`config.mk`:
```
export PLATFORM = sky130hd
export DESIGN_NAME = gregorian_date_calculator_flat
export DESIGN_NICKNAME = d
export VERILOG_FILES = /design/src/hw/rtl/gdc_pkg.sv /design/src/hw/rtl/gdc_if.sv /design/src/hw/rtl/gregorian_date_calculator.sv /design/src/flat_wrapper.sv
export VERILOG_INCLUDE_DIRS = /design/src /design/src/hw/rtl
export SDC_FILE = /design/constraint.sdc
export NUM_CORES = 2
export LEC_CHECK = 0
export BUFFER_PORTS_ARGS = -buffer_cell sky130_fd_sc_hd__buf_2
export CAP_MARGIN = 25
export CORE_ASPECT_RATIO = 0.75
export CORE_UTILIZATION = 31
export DETAILED_ROUTE_END_ITERATION = 10
export SYNTH_ARGS = -nofsm -noshare
export SYNTH_HDL_FRONTEND = slang
export SYNTH_SLANG_ARGS = --single-unit
export TNS_END_PERCENT = 30
```
`constraint.sdc`:
```
create_clock -name clk -period 17.6 [get_ports clk]
set_input_delay 2.64 -clock clk [delete_from_list [all_inputs] [get_ports clk]]
set_output_delay 2.64 -clock clk [all_outputs]
set_load 0.005 [all_outputs]
```
`src/hw/rtl/assert_macros.svh`:
```
// Assertion helpers used by the RTL.
`ifndef ASSERT_MACROS_SVH
`define ASSERT_MACROS_SVH

`ifndef SYNTHESIS

`define ASSERT_IMPL(lbl, clk, rst_n, ante, cons) \
  lbl: assert property (@(posedge clk) disable iff (!rst_n) (ante) |-> (cons)) \
    else $error("assertion failed");

`define ASSERT_NEXT(lbl, clk, rst_n, ante, cons) \
  lbl: assert property (@(posedge clk) disable iff (!rst_n) (ante) |=> (cons)) \
    else $error("assertion failed");

`else

`define ASSERT_IMPL(lbl, clk, rst_n, ante, cons)
`define ASSERT_NEXT(lbl, clk, rst_n, ante, cons)

`endif

`endif

```
`src/hw/rtl/gdc_pkg.sv`:
```
`timescale 1ns / 1ps
`default_nettype none

package gdc_pkg;

  localparam int YEAR_W  = 14;
  localparam int MONTH_W = 4;
  localparam int DAY_W   = 5;
  localparam int SYEAR_W = 15;   // year plus one 400-year cycle
  localparam int LEN_W   = 5;
  localparam int WD_W    = 3;
  localparam int YDAY_W  = 9;
  localparam int MWEEK_W = 3;
  localparam int YWEEK_W = 6;
  localparam int DIFF_W  = 23;
  localparam int SER_W   = 23;   // day serial, unsigned
  localparam int LEAPS_W = 13;
  localparam int WSUM_W  = 15;

  localparam logic [MONTH_W-1:0] MONTH_JAN = 4'd1;
  localparam logic [MONTH_W-1:0] MONTH_FEB = 4'd2;
  localparam logic [MONTH_W-1:0] MONTH_MAR = 4'd3;
  localparam logic [MONTH_W-1:0] MONTH_DEC = 4'd12;
  localparam logic [WD_W-1:0]    ISO_SUNDAY = 3'd7;

  localparam logic [SYEAR_W-1:0] YEAR_SHIFT = 15'd400;

  // floor(x / 100) as floor(floor(x / 4) / 25), reciprocal 1311 / 2^15
  function automatic logic [7:0] div100(input logic [SYEAR_W-1:0] x);
    logic [23:0] p;
    p = 24'(x[SYEAR_W-1:2]) * 24'd1311;
    return p[22:15];
  endfunction

  // floor(x / 7), reciprocal 74899 / 2^19, exact for every 15-bit x
  function automatic logic [12:0] div7(input logic [WSUM_W-1:0] x);
    logic [31:0] p;
    p = 32'(x) * 32'd74899;
    return p[31:19];
  endfunction

  // q is floor(y / 100)
  function automatic logic is_leap(input logic [YEAR_W-1:0] y, input logic [7:0] q);
    logic [YEAR_W-1:0] h;
    h = YEAR_W'(q) * 14'd100;
    return (y[1:0] == 2'd0) && ((h != y) || (q[1:0] == 2'd0));
  endfunction

  function automatic logic [WD_W-1:0] sak_off(input logic [MONTH_W-1:0] m);
    case (m)
      4'd1:    return 3'd0;
      4'd2:    return 3'd3;
      4'd3:    return 3'd2;
      4'd4:    return 3'd5;
      4'd5:    return 3'd0;
      4'd6:    return 3'd3;
      4'd7:    return 3'd5;
      4'd8:    return 3'd1;
      4'd9:    return 3'd4;
      4'd10:   return 3'd6;
      4'd11:   return 3'd2;
      4'd12:   return 3'd4;
      default: return 3'd0;
    endcase
  endfunction

  // days before the month in a common year
  function automatic logic [YDAY_W-1:0] cum_days(input logic [MONTH_W-1:0] m);
    case (m)
      4'd1:    return 9'd0;
      4'd2:    return 9'd31;
      4'd3:    return 9'd59;
      4'd4:    return 9'd90;
      4'd5:    return 9'd120;
      4'd6:    return 9'd151;
      4'd7:    return 9'd181;
      4'd8:    return 9'd212;
      4'd9:    return 9'd243;
      4'd10:   return 9'd273;
      4'd11:   return 9'd304;
      4'd12:   return 9'd334;
      default: return 9'd0;
    endcase
  endfunction

  function automatic logic [LEN_W-1:0] mon_len(input logic [MONTH_W-1:0] m,
                                               input logic leap);
    case (m)
      4'd1, 4'd3, 4'd5, 4'd7, 4'd8, 4'd10, 4'd12: return 5'd31;
      4'd4, 4'd6, 4'd9, 4'd11:                    return 5'd30;
      4'd2:    return leap ? 5'd29 : 5'd28;
      default: return 5'd0;
    endcase
  endfunction

endpackage

`default_nettype wire

```
`src/hw/rtl/gdc_if.sv`:
```
`timescale 1ns / 1ps
`default_nettype none

interface gdc_in_if import gdc_pkg::*; ();
  logic               valid;
  logic               ready;
  logic [YEAR_W-1:0]  year_a;
  logic [MONTH_W-1:0] month_a;
  logic [DAY_W-1:0]   day_a;
  logic [YEAR_W-1:0]  year_b;
  logic [MONTH_W-1:0] month_b;
  logic [DAY_W-1:0]   day_b;

  modport source (output valid, year_a, month_a, day_a, year_b, month_b, day_b,
                  input ready);
  modport sink   (input valid, year_a, month_a, day_a, year_b, month_b, day_b,
                  output ready);
endinterface

interface gdc_out_if import gdc_pkg::*; ();
  logic                     valid;
  logic                     ready;
  logic                     date_valid;
  logic                     leap_year;
  logic [LEN_W-1:0]         month_length;
  logic [WD_W-1:0]          weekday_sunday_zero;
  logic [WD_W-1:0]          weekday_iso;
  logic [YDAY_W-1:0]        year_day;
  logic [MWEEK_W-1:0]       month_week;
  logic [YWEEK_W-1:0]       year_week;
  logic signed [DIFF_W-1:0] day_difference;

  modport source (output valid, date_valid, leap_year, month_length, weekday_sunday_zero,
                  weekday_iso, year_day, month_week, year_week, day_difference,
                  input ready);
  modport sink   (input valid, date_valid, leap_year, month_length, weekday_sunday_zero,
                  weekday_iso, year_day, month_week, year_week, day_difference,
                  output ready);
endinterface

`default_nettype wire

```
`src/hw/rtl/gregorian_date_calculator.sv`:
```
`timescale 1ns / 1ps
`default_nettype none
`include "assert_macros.svh"
//
// Channel   Dir  Beat
// in_ch     in   two dates A and B (year, month, day each)
// out_ch    out  calendar facts of A and signed day count B - A
//
// Four register stages: year split and /100, leap and validity, weekday mod 7
// and day serials, ISO weekday, weeks and difference. One beat per cycle
// while the output is not held by back-pressure.
// Each stage advances when it is empty or the next one moves, so bubbles
// close up under back-pressure. Reset clears only the stage valid bits.
//
module gregorian_date_calculator
  import gdc_pkg::*;
(
  input  wire         clk,
  input  wire         rst_n,
  gdc_in_if.sink      in_ch,
  gdc_out_if.source   out_ch
);

  logic v1_r, v2_r, v3_r, v4_r;
  logic adv1, adv2, adv3, adv4;

  assign adv4 = !v4_r || out_ch.ready;
  assign adv3 = !v3_r || adv4;
  assign adv2 = !v2_r || adv3;
  assign adv1 = !v1_r || adv2;
  assign in_ch.ready = adv1;

  always_ff @(posedge clk) begin
    if (!rst_n) begin
      v1_r <= 1'b0;
      v2_r <= 1'b0;
      v3_r <= 1'b0;
      v4_r <= 1'b0;
    end else begin
      if (adv1) v1_r <= in_ch.valid;
      if (adv2) v2_r <= v1_r;
      if (adv3) v3_r <= v2_r;
      if (adv4) v4_r <= v3_r;
    end
  end

  // ---------------- stage 1: shifted year and divisions by 100
  logic [YEAR_W-1:0]  ya_r, yb_r;
  logic [MONTH_W-1:0] ma_r, mb_r;
  logic [DAY_W-1:0]   da_r, db_r;
  logic [SYEAR_W-1:0] sa_r, sb_r, sa_nxt, sb_nxt;
  logic [7:0]         qsa_r, qsb_r, qya_r, qyb_r;

  assign sa_nxt = {1'b0, in_ch.year_a} + YEAR_SHIFT
                - SYEAR_W'(in_ch.month_a < MONTH_MAR);
  assign sb_nxt = {1'b0, in_ch.year_b} + YEAR_SHIFT
                - SYEAR_W'(in_ch.month_b < MONTH_MAR);

  always_ff @(posedge clk) begin
    if (adv1) begin
      ya_r  <= in_ch.year_a;
      ma_r  <= in_ch.month_a;
      da_r  <= in_ch.day_a;
      yb_r  <= in_ch.year_b;
      mb_r  <= in_ch.month_b;
      db_r  <= in_ch.day_b;
      sa_r  <= sa_nxt;
      sb_r  <= sb_nxt;
      qsa_r <= div100(sa_nxt);
      qsb_r <= div100(sb_nxt);
      qya_r <= div100({1'b0, in_ch.year_a});
      qyb_r <= div100({1'b0, in_ch.year_b});
    end
  end

  // ---------------- stage 2: leap, month length, validity, weekday sum
  logic               leap_a, leap_b;
  logic [LEN_W-1:0]   len_a, len_b;
  logic               va_nxt, vb_nxt;
  logic [LEAPS_W-1:0] leaps_a_nxt, leaps_b_nxt;
  logic [WSUM_W-1:0]  wsum_nxt;
  logic [YDAY_W-1:0]  yd_nxt, offa_nxt, offb_nxt;

  assign leap_a = is_leap(ya_r, qya_r);
  assign leap_b = is_leap(yb_r, qyb_r);
  assign len_a  = mon_len(ma_r, leap_a);
  assign len_b  = mon_len(mb_r, leap_b);
  assign va_nxt = (da_r != '0) && (da_r <= len_a);
  assign vb_nxt = (db_r != '0) && (db_r <= len_b);

  // leap days: s/4 - s/100 + s/400
  assign leaps_a_nxt = sa_r[SYEAR_W-1:2] - LEAPS_W'(qsa_r) + LEAPS_W'(qsa_r[7:2]);
  assign leaps_b_nxt = sb_r[SYEAR_W-1:2] - LEAPS_W'(qsb_r) + LEAPS_W'(qsb_r[7:2]);

  assign wsum_nxt = sa_r + WSUM_W'(leaps_a_nxt) + WSUM_W'(sak_off(ma_r)) + WSUM_W'(da_r);
  assign offa_nxt = cum_days(ma_r) + YDAY_W'(da_r);
  assign offb_nxt = cum_days(mb_r) + YDAY_W'(db_r);
  assign yd_nxt   = offa_nxt + YDAY_W'(leap_a && (ma_r > MONTH_FEB));

  logic [YEAR_W-1:0]  s2_ya_r, s2_yb_r;
  logic [DAY_W-1:0]   s2_da_r;
  logic               s2_leap_r, s2_va_r, s2_vb_r;
  logic [LEN_W-1:0]   s2_len_r;
  logic [LEAPS_W-1:0] s2_leaps_a_r, s2_leaps_b_r;
  logic [WSUM_W-1:0]  s2_wsum_r;
  logic [YDAY_W-1:0]  s2_yd_r, s2_offa_r, s2_offb_r;

  always_ff @(posedge clk) begin
    if (adv2) begin
      s2_ya_r      <= ya_r;
      s2_yb_r      <= yb_r;
      s2_da_r      <= da_r;
      s2_leap_r    <= leap_a;
      s2_va_r      <= va_nxt;
      s2_vb_r      <= vb_nxt;
      s2_len_r     <= len_a;
      s2_leaps_a_r <= leaps_a_nxt;
      s2_leaps_b_r <= leaps_b_nxt;
      s2_wsum_r    <= wsum_nxt;
      s2_yd_r      <= yd_nxt;
      s2_offa_r    <= offa_nxt;
      s2_offb_r    <= offb_nxt;
    end
  end

  // ---------------- stage 3: weekday mod 7, day serials
  logic [12:0]       wq;
  logic [WSUM_W-1:0] wrem;
  logic [SER_W-1:0]  sera_nxt, serb_nxt;

  assign wq   = div7(s2_wsum_r);
  assign wrem = s2_wsum_r - WSUM_W'(wq) * WSUM_W'(7);

  assign sera_nxt = SER_W'({1'b0, s2_ya_r} + YEAR_SHIFT) * SER_W'(365)
                  + SER_W'(s2_leaps_a_r) + SER_W'(s2_offa_r);
  assign serb_nxt = SER_W'({1'b0, s2_yb_r} + YEAR_SHIFT) * SER_W'(365)
                  + SER_W'(s2_leaps_b_r) + SER_W'(s2_offb_r);

  logic [WD_W-1:0]   s3_wd_r;
  logic [SER_W-1:0]  s3_sera_r, s3_serb_r;
  logic [DAY_W-1:0]  s3_da_r;
  logic              s3_leap_r, s3_va_r, s3_vb_r;
  logic [LEN_W-1:0]  s3_len_r;
  logic [YDAY_W-1:0] s3_yd_r;

  always_ff @(posedge clk) begin
    if (adv3) begin
      s3_wd_r   <= wrem[WD_W-1:0];
      s3_sera_r <= sera_nxt;
      s3_serb_r <= serb_nxt;
      s3_da_r   <= s2_da_r;
      s3_leap_r <= s2_leap_r;
      s3_va_r   <= s2_va_r;
      s3_vb_r   <= s2_vb_r;
      s3_len_r  <= s2_len_r;
      s3_yd_r   <= s2_yd_r;
    end
  end

  // ---------------- stage 4: ISO weekday, weeks, difference
  logic [WD_W-1:0]          iso_nxt;
  logic [12:0]              mwq, ywq;
  logic signed [SER_W:0]    diff_wide;
  logic signed [DIFF_W-1:0] diff_nxt;

  assign iso_nxt = (s3_wd_r == '0) ? ISO_SUNDAY : s3_wd_r;
  assign mwq = div7(WSUM_W'(s3_da_r) + WSUM_W'(10) - WSUM_W'(iso_nxt));
  assign ywq = div7(WSUM_W'(s3_yd_r) + WSUM_W'(10) - WSUM_W'(iso_nxt));

  assign diff_wide = $signed({1'b0, s3_serb_r}) - $signed({1'b0, s3_sera_r});

  always_comb begin
    if (diff_wide[SER_W] != diff_wide[SER_W-1]) begin
      // saturate to the 23-bit range
      diff_nxt = diff_wide[SER_W] ? {1'b1, {(DIFF_W-1){1'b0}}} : {1'b0, {(DIFF_W-1){1'b1}}};
    end else begin
      diff_nxt = diff_wide[DIFF_W-1:0];
    end
  end

  logic                     o_va_r, o_leap_r;
  logic [LEN_W-1:0]         o_len_r;
  logic [WD_W-1:0]          o_wd_r, o_iso_r;
  logic [YDAY_W-1:0]        o_yd_r;
  logic [MWEEK_W-1:0]       o_mw_r;
  logic [YWEEK_W-1:0]       o_yw_r;
  logic signed [DIFF_W-1:0] o_diff_r;

  always_ff @(posedge clk) begin
    if (adv4) begin
      o_va_r   <= s3_va_r;
      o_leap_r <= s3_leap_r;
      o_len_r  <= s3_len_r;
      o_wd_r   <= s3_va_r ? s3_wd_r : '0;
      o_iso_r  <= s3_va_r ? iso_nxt : '0;
      o_yd_r   <= s3_va_r ? s3_yd_r : '0;
      o_mw_r   <= s3_va_r ? mwq[MWEEK_W-1:0] : '0;
      o_yw_r   <= s3_va_r ? ywq[YWEEK_W-1:0] : '0;
      o_diff_r <= (s3_va_r && s3_vb_r) ? diff_nxt : '0;
    end
  end

  assign out_ch.valid               = v4_r;
  assign out_ch.date_valid          = o_va_r;
  assign out_ch.leap_year           = o_leap_r;
  assign out_ch.month_length        = o_len_r;
  assign out_ch.weekday_sunday_zero = o_wd_r;
  assign out_ch.weekday_iso         = o_iso_r;
  assign out_ch.year_day            = o_yd_r;
  assign out_ch.month_week          = o_mw_r;
  assign out_ch.year_week           = o_yw_r;
  assign out_ch.day_difference      = o_diff_r;

  // ---------------- checks
  `ASSERT_NEXT(a_enter_s1, clk, rst_n, in_ch.valid && in_ch.ready, v1_r)
  `ASSERT_IMPL(a_full_stall, clk, rst_n, v1_r && v2_r && v3_r && v4_r && !out_ch.ready, !in_ch.ready)
  `ASSERT_IMPL(a_invalid_zero, clk, rst_n, v4_r && !o_va_r, (o_iso_r == '0) && (o_yd_r == '0) && (o_diff_r == '0))
  `ASSERT_IMPL(a_iso_match, clk, rst_n, v4_r && o_va_r, ((o_iso_r == ISO_SUNDAY) && (o_wd_r == '0)) || ((o_iso_r != '0) && (o_iso_r == o_wd_r)))
  `ASSERT_IMPL(a_yday_range, clk, rst_n, v4_r && o_va_r, (o_yd_r != '0) && (o_yd_r <= 9'd366))

endmodule

`default_nettype wire
```
`src/flat_wrapper.sv`:
```
// flat-port wrapper written by rule: the top's interface ports become plain ports
module gregorian_date_calculator_flat import gdc_pkg::*;
  (clk, rst_n, in_ch_valid, in_ch_year_a, in_ch_month_a, in_ch_day_a, in_ch_year_b, in_ch_month_b, in_ch_day_b, in_ch_ready, out_ch_valid, out_ch_date_valid, out_ch_leap_year, out_ch_month_length, out_ch_weekday_sunday_zero, out_ch_weekday_iso, out_ch_year_day, out_ch_month_week, out_ch_year_week, out_ch_day_difference, out_ch_ready);
  gdc_in_if in_ch_i ();
  gdc_out_if out_ch_i ();
  input  wire clk;
  input  wire rst_n;
  input wire logic [$bits(in_ch_i.valid)-1:0] in_ch_valid;
  input wire logic [$bits(in_ch_i.year_a)-1:0] in_ch_year_a;
  input wire logic [$bits(in_ch_i.month_a)-1:0] in_ch_month_a;
  input wire logic [$bits(in_ch_i.day_a)-1:0] in_ch_day_a;
  input wire logic [$bits(in_ch_i.year_b)-1:0] in_ch_year_b;
  input wire logic [$bits(in_ch_i.month_b)-1:0] in_ch_month_b;
  input wire logic [$bits(in_ch_i.day_b)-1:0] in_ch_day_b;
  output wire logic [$bits(in_ch_i.ready)-1:0] in_ch_ready;
  output wire logic [$bits(out_ch_i.valid)-1:0] out_ch_valid;
  output wire logic [$bits(out_ch_i.date_valid)-1:0] out_ch_date_valid;
  output wire logic [$bits(out_ch_i.leap_year)-1:0] out_ch_leap_year;
  output wire logic [$bits(out_ch_i.month_length)-1:0] out_ch_month_length;
  output wire logic [$bits(out_ch_i.weekday_sunday_zero)-1:0] out_ch_weekday_sunday_zero;
  output wire logic [$bits(out_ch_i.weekday_iso)-1:0] out_ch_weekday_iso;
  output wire logic [$bits(out_ch_i.year_day)-1:0] out_ch_year_day;
  output wire logic [$bits(out_ch_i.month_week)-1:0] out_ch_month_week;
  output wire logic [$bits(out_ch_i.year_week)-1:0] out_ch_year_week;
  output wire logic [$bits(out_ch_i.day_difference)-1:0] out_ch_day_difference;
  input wire logic [$bits(out_ch_i.ready)-1:0] out_ch_ready;
  assign in_ch_i.valid = in_ch_valid;
  assign in_ch_i.year_a = in_ch_year_a;
  assign in_ch_i.month_a = in_ch_month_a;
  assign in_ch_i.day_a = in_ch_day_a;
  assign in_ch_i.year_b = in_ch_year_b;
  assign in_ch_i.month_b = in_ch_month_b;
  assign in_ch_i.day_b = in_ch_day_b;
  assign in_ch_ready = in_ch_i.ready;
  assign out_ch_valid = out_ch_i.valid;
  assign out_ch_date_valid = out_ch_i.date_valid;
  assign out_ch_leap_year = out_ch_i.leap_year;
  assign out_ch_month_length = out_ch_i.month_length;
  assign out_ch_weekday_sunday_zero = out_ch_i.weekday_sunday_zero;
  assign out_ch_weekday_iso = out_ch_i.weekday_iso;
  assign out_ch_year_day = out_ch_i.year_day;
  assign out_ch_month_week = out_ch_i.month_week;
  assign out_ch_year_week = out_ch_i.year_week;
  assign out_ch_day_difference = out_ch_i.day_difference;
  assign out_ch_i.ready = out_ch_ready;
  gregorian_date_calculator u_core (.clk(clk), .rst_n(rst_n), .in_ch(in_ch_i), .out_ch(out_ch_i));
endmodule
```
==> results.ini <==
[logic_synthesis]
ys_ff_latch = 359
synth_area_leader_cell = ha_1
yosys-top-cells-count = 953 x ha_1, 953 x inv_1, 455 x fa_1
syn_area_per_cell_um2 = 10.8
synth.distinct_cells = 74
async_flop_share = 0
syn_nets = 5457
synth-edff-count = 334
synth_ff_type = edfxtp_1
syn_area_mm2 = 0.0434
syn_inst = 3999
yosysWarnings = 0
synth_top_area_frac = 0.275
synth_seq_area_share = 0.243
synth.area.top_cells = ha_1 27%, edfxtp_1 23%, fa_1 21%, inv_1 8.2%, xnor2_1 4.1%

[clock_network]
cts_root_buf = clkbuf_16
cts_hold_buffers = 0
cts_inserted_buffers = 48
cts_tree = done
clock_sinks = 359
clkLatencyLatePin_ps = 640
post-cts-setup-buffers = 0
cts-resized-gates = 0
clk_pin_slew_ps = 60
htree_levels = 2
cts_buffer_depth = 3

[floorplan]
die_area_mm2 = 0.141
initial_core_util = 0.313
placementRows = 118
die_y_um = 326
io_pins = 106
coreArea_mm2 = 0.138
die_w_um = 434

[critical_path]
r2r_cells = 26
startpoint_type = input pin
cp-end-kind = register
timing.critical_path.buf_inv = 4
crit_arrival_ps = 10990
r2r-start = u_core.s3_wd_r[1]
critical_path.most_common_cell = fa_1
worstPathRequired_ps = 17950
cp_top_family = adder cells
r2r_slack_ps = 10070
cp_slowest_cell = a211oi_1
crit_cells = 31
worstSetupPathType = in2reg
r2r-end = u_core.out_ch.year_week[5]
cpPeakStageDelay_ps = 710
cp_max_fo = 6
endpoint = u_core.qsa_r[7]
critPathLaunch = in_ch_month_a[1]

[final_layout]
layout.nets = 5611
n_antenna_cell = 0
drive_above_1_share = 0.0584
areaGrowthSynthToFinish_pct = 10.6

[route]
drc = 0
via_per_inst = 4.41
wl_per_cell_um = 14.8
drtIter0Drc = 1357
route.antenna.remaining_nets = 0
firstDrtPassIters = 5
vias = 26700
totalWireLength_um = 89300

[timing]
relSlewSlack = 0.306
min_period_over_period = 0.605
drv_slew = 0
fin_skew_ps = 30.8
setup_tns_ps = 0
fmax_mhz = 94.0
final-setup-viol-count = 0
rsz0062_at_grt = no
min_period_ps = 10640
worstMarginPinSlew_ps = 1030
hold_violations = 0

[global_route]
antenna_found_initial = 1
grt_max_degree = 70
grt_overflow = 0
grt_pass1_wl_um = 147000
grt_usage = 0.130
grt_pass1_vias = 27400

[placed_design]
finalWeightedCongestion = 0.845
place_hpwl_um = 74700
io_buffers = 105

[run_status]
status = finished clean

[flow_run]
max_cap_violations = 0

[min_path]
hold_class = reg2reg

==> sequential cells by signal, indices dropped and copies added, names as in the netlist, 9 cells and up, named ones only <==
| name | count |
|---|---|
| u_core.s2_offa_r | 9 |
| u_core.s2_leaps_a_r | 13 |
| u_core.s2_leaps_b_r | 13 |
| u_core.s3_serb_r | 23 |
| u_core.s2_yb_r | 14 |
| u_core.ya_r | 14 |
| u_core.s2_offb_r | 9 |
| u_core.out_ch.day_difference | 23 |
| u_core.s2_ya_r | 14 |
| u_core.sa_r | 15 |
| u_core.s2_yd_r | 9 |
| u_core.yb_r | 14 |
| u_core.sb_r | 13 |
| u_core.s2_wsum_r | 15 |
| u_core.s3_sera_r | 23 |
| u_core.out_ch.year_day | 9 |
| u_core.s3_yd_r | 9 |
==> layout by cell type (no fill, tap or decap), drive strengths merged, types with 33 or more instances in the layout <==
cell and count:
ha 953, nor3 41, clkbuf 61, o21ai 96
a21o 71, a21oi 131, fa 455, and2 33
xnor2 204, buf 122, edfxtp 334, xor2 76
nor2 133, nand2 112, inv 958, nand3 39
==> worst register-to-register path, stage by stage (launching register included) <==
cell and delay (ps):
edfxtp_1 450, o21bai_1 380, ha_1 280, fa_1 220
nor2b_1 60, nor3_1 250, nand2_1 240, a21oi_1 200
a31oi_1 110, xnor2_1 450, ha_1 350, ha_1 230
fa_1 480, ha_1 290, inv_1 50, fa_1 500
inv_1 40, ha_1 260, ha_1 310, and3_1 170
o2111ai_1 180, a2111oi_0 780, nor3_1 220, o31ai_1 380
a21oi_1 130, xnor2_1 130, and2_1 150
==> per-stage QoR <==
| step | utilization | std cells | setup WS, ps | area (µm²) | hold slack (ps) |
|---|---|---|---|---|---|
| 2_1_floorplan | - | 3999 | 7610 | 43400 | 400 |
| 3_3_place_gp | 0.334 | 5960 | 6470 | 46300 | 407 |
| 3_5_place_dp | 0.334 | 5961 | 6370 | 46300 | 406 |
| 4_1_cts | 0.346 | 6050 | 7020 | 48000 | 416 |
| 5_1_grt | 0.347 | 6052 | 6430 | 48000 | 422 |
| 6_report | 0.347 | 6052 | 6960 | 48000 | 413 |
==> cell type report <==
| type | count | area, µm² |
|---|---|---|
| multi-input cells | 2669 | 29200 |
| repair buffers | 122 | 673 |
| fillers | 13800 | 90500 |
| well taps | 1860 | 2330 |
| inverters | 953 | 3580 |
| clock inverters | 28 | 340 |
| flip-flops and latches | 359 | 10500 |
| clock buffers | 61 | 1360 |
==> cells by family after synthesis <==
family	synth area share
buffers and inverters	0.0847
multiplexers	0.00335
AO/OA/AOI/OAI	0.0696
AND/OR/NAND/NOR	0.0577
flip-flops	0.243
adder cells (fa/ha/maj)	0.485
XOR/XNOR	0.0565
==> worst min-delay path by stage <==
stage / from / to / slack, ps / cells after the start
2_1_floorplan: u_core.s3_leap_r / u_core.out_ch.leap_year / 400 / 0
3_3_place_gp: u_core.s3_leap_r / u_core.out_ch.leap_year / 410 / 0
3_5_place_dp: u_core.s2_va_r / u_core.s3_va_r / 410 / 0
4_1_cts: u_core.s2_yd_r[7] / u_core.s3_yd_r[7] / 420 / 0
5_1_grt: u_core.s2_yd_r[0] / u_core.s3_yd_r[0] / 420 / 0
6_report: u_core.s2_yd_r[0] / u_core.s3_yd_r[0] / 410 / 0
==> metal layers <==
metal / share of wire / vias to the layer above / GRT usage
li1: - / 13500 / -
met1: 0.51 / 12800 / 0.192
met2: 0.44 / 309 / 0.203
met3: 0.030 / 80 / 0.0142
met4: 0.018 / 0 / 0.0287
met5: 0 / - / 0
Power is left out: the tool's default activity adds up to more than one toggle a clock period on the data nets, which glitch-free logic cannot reach.
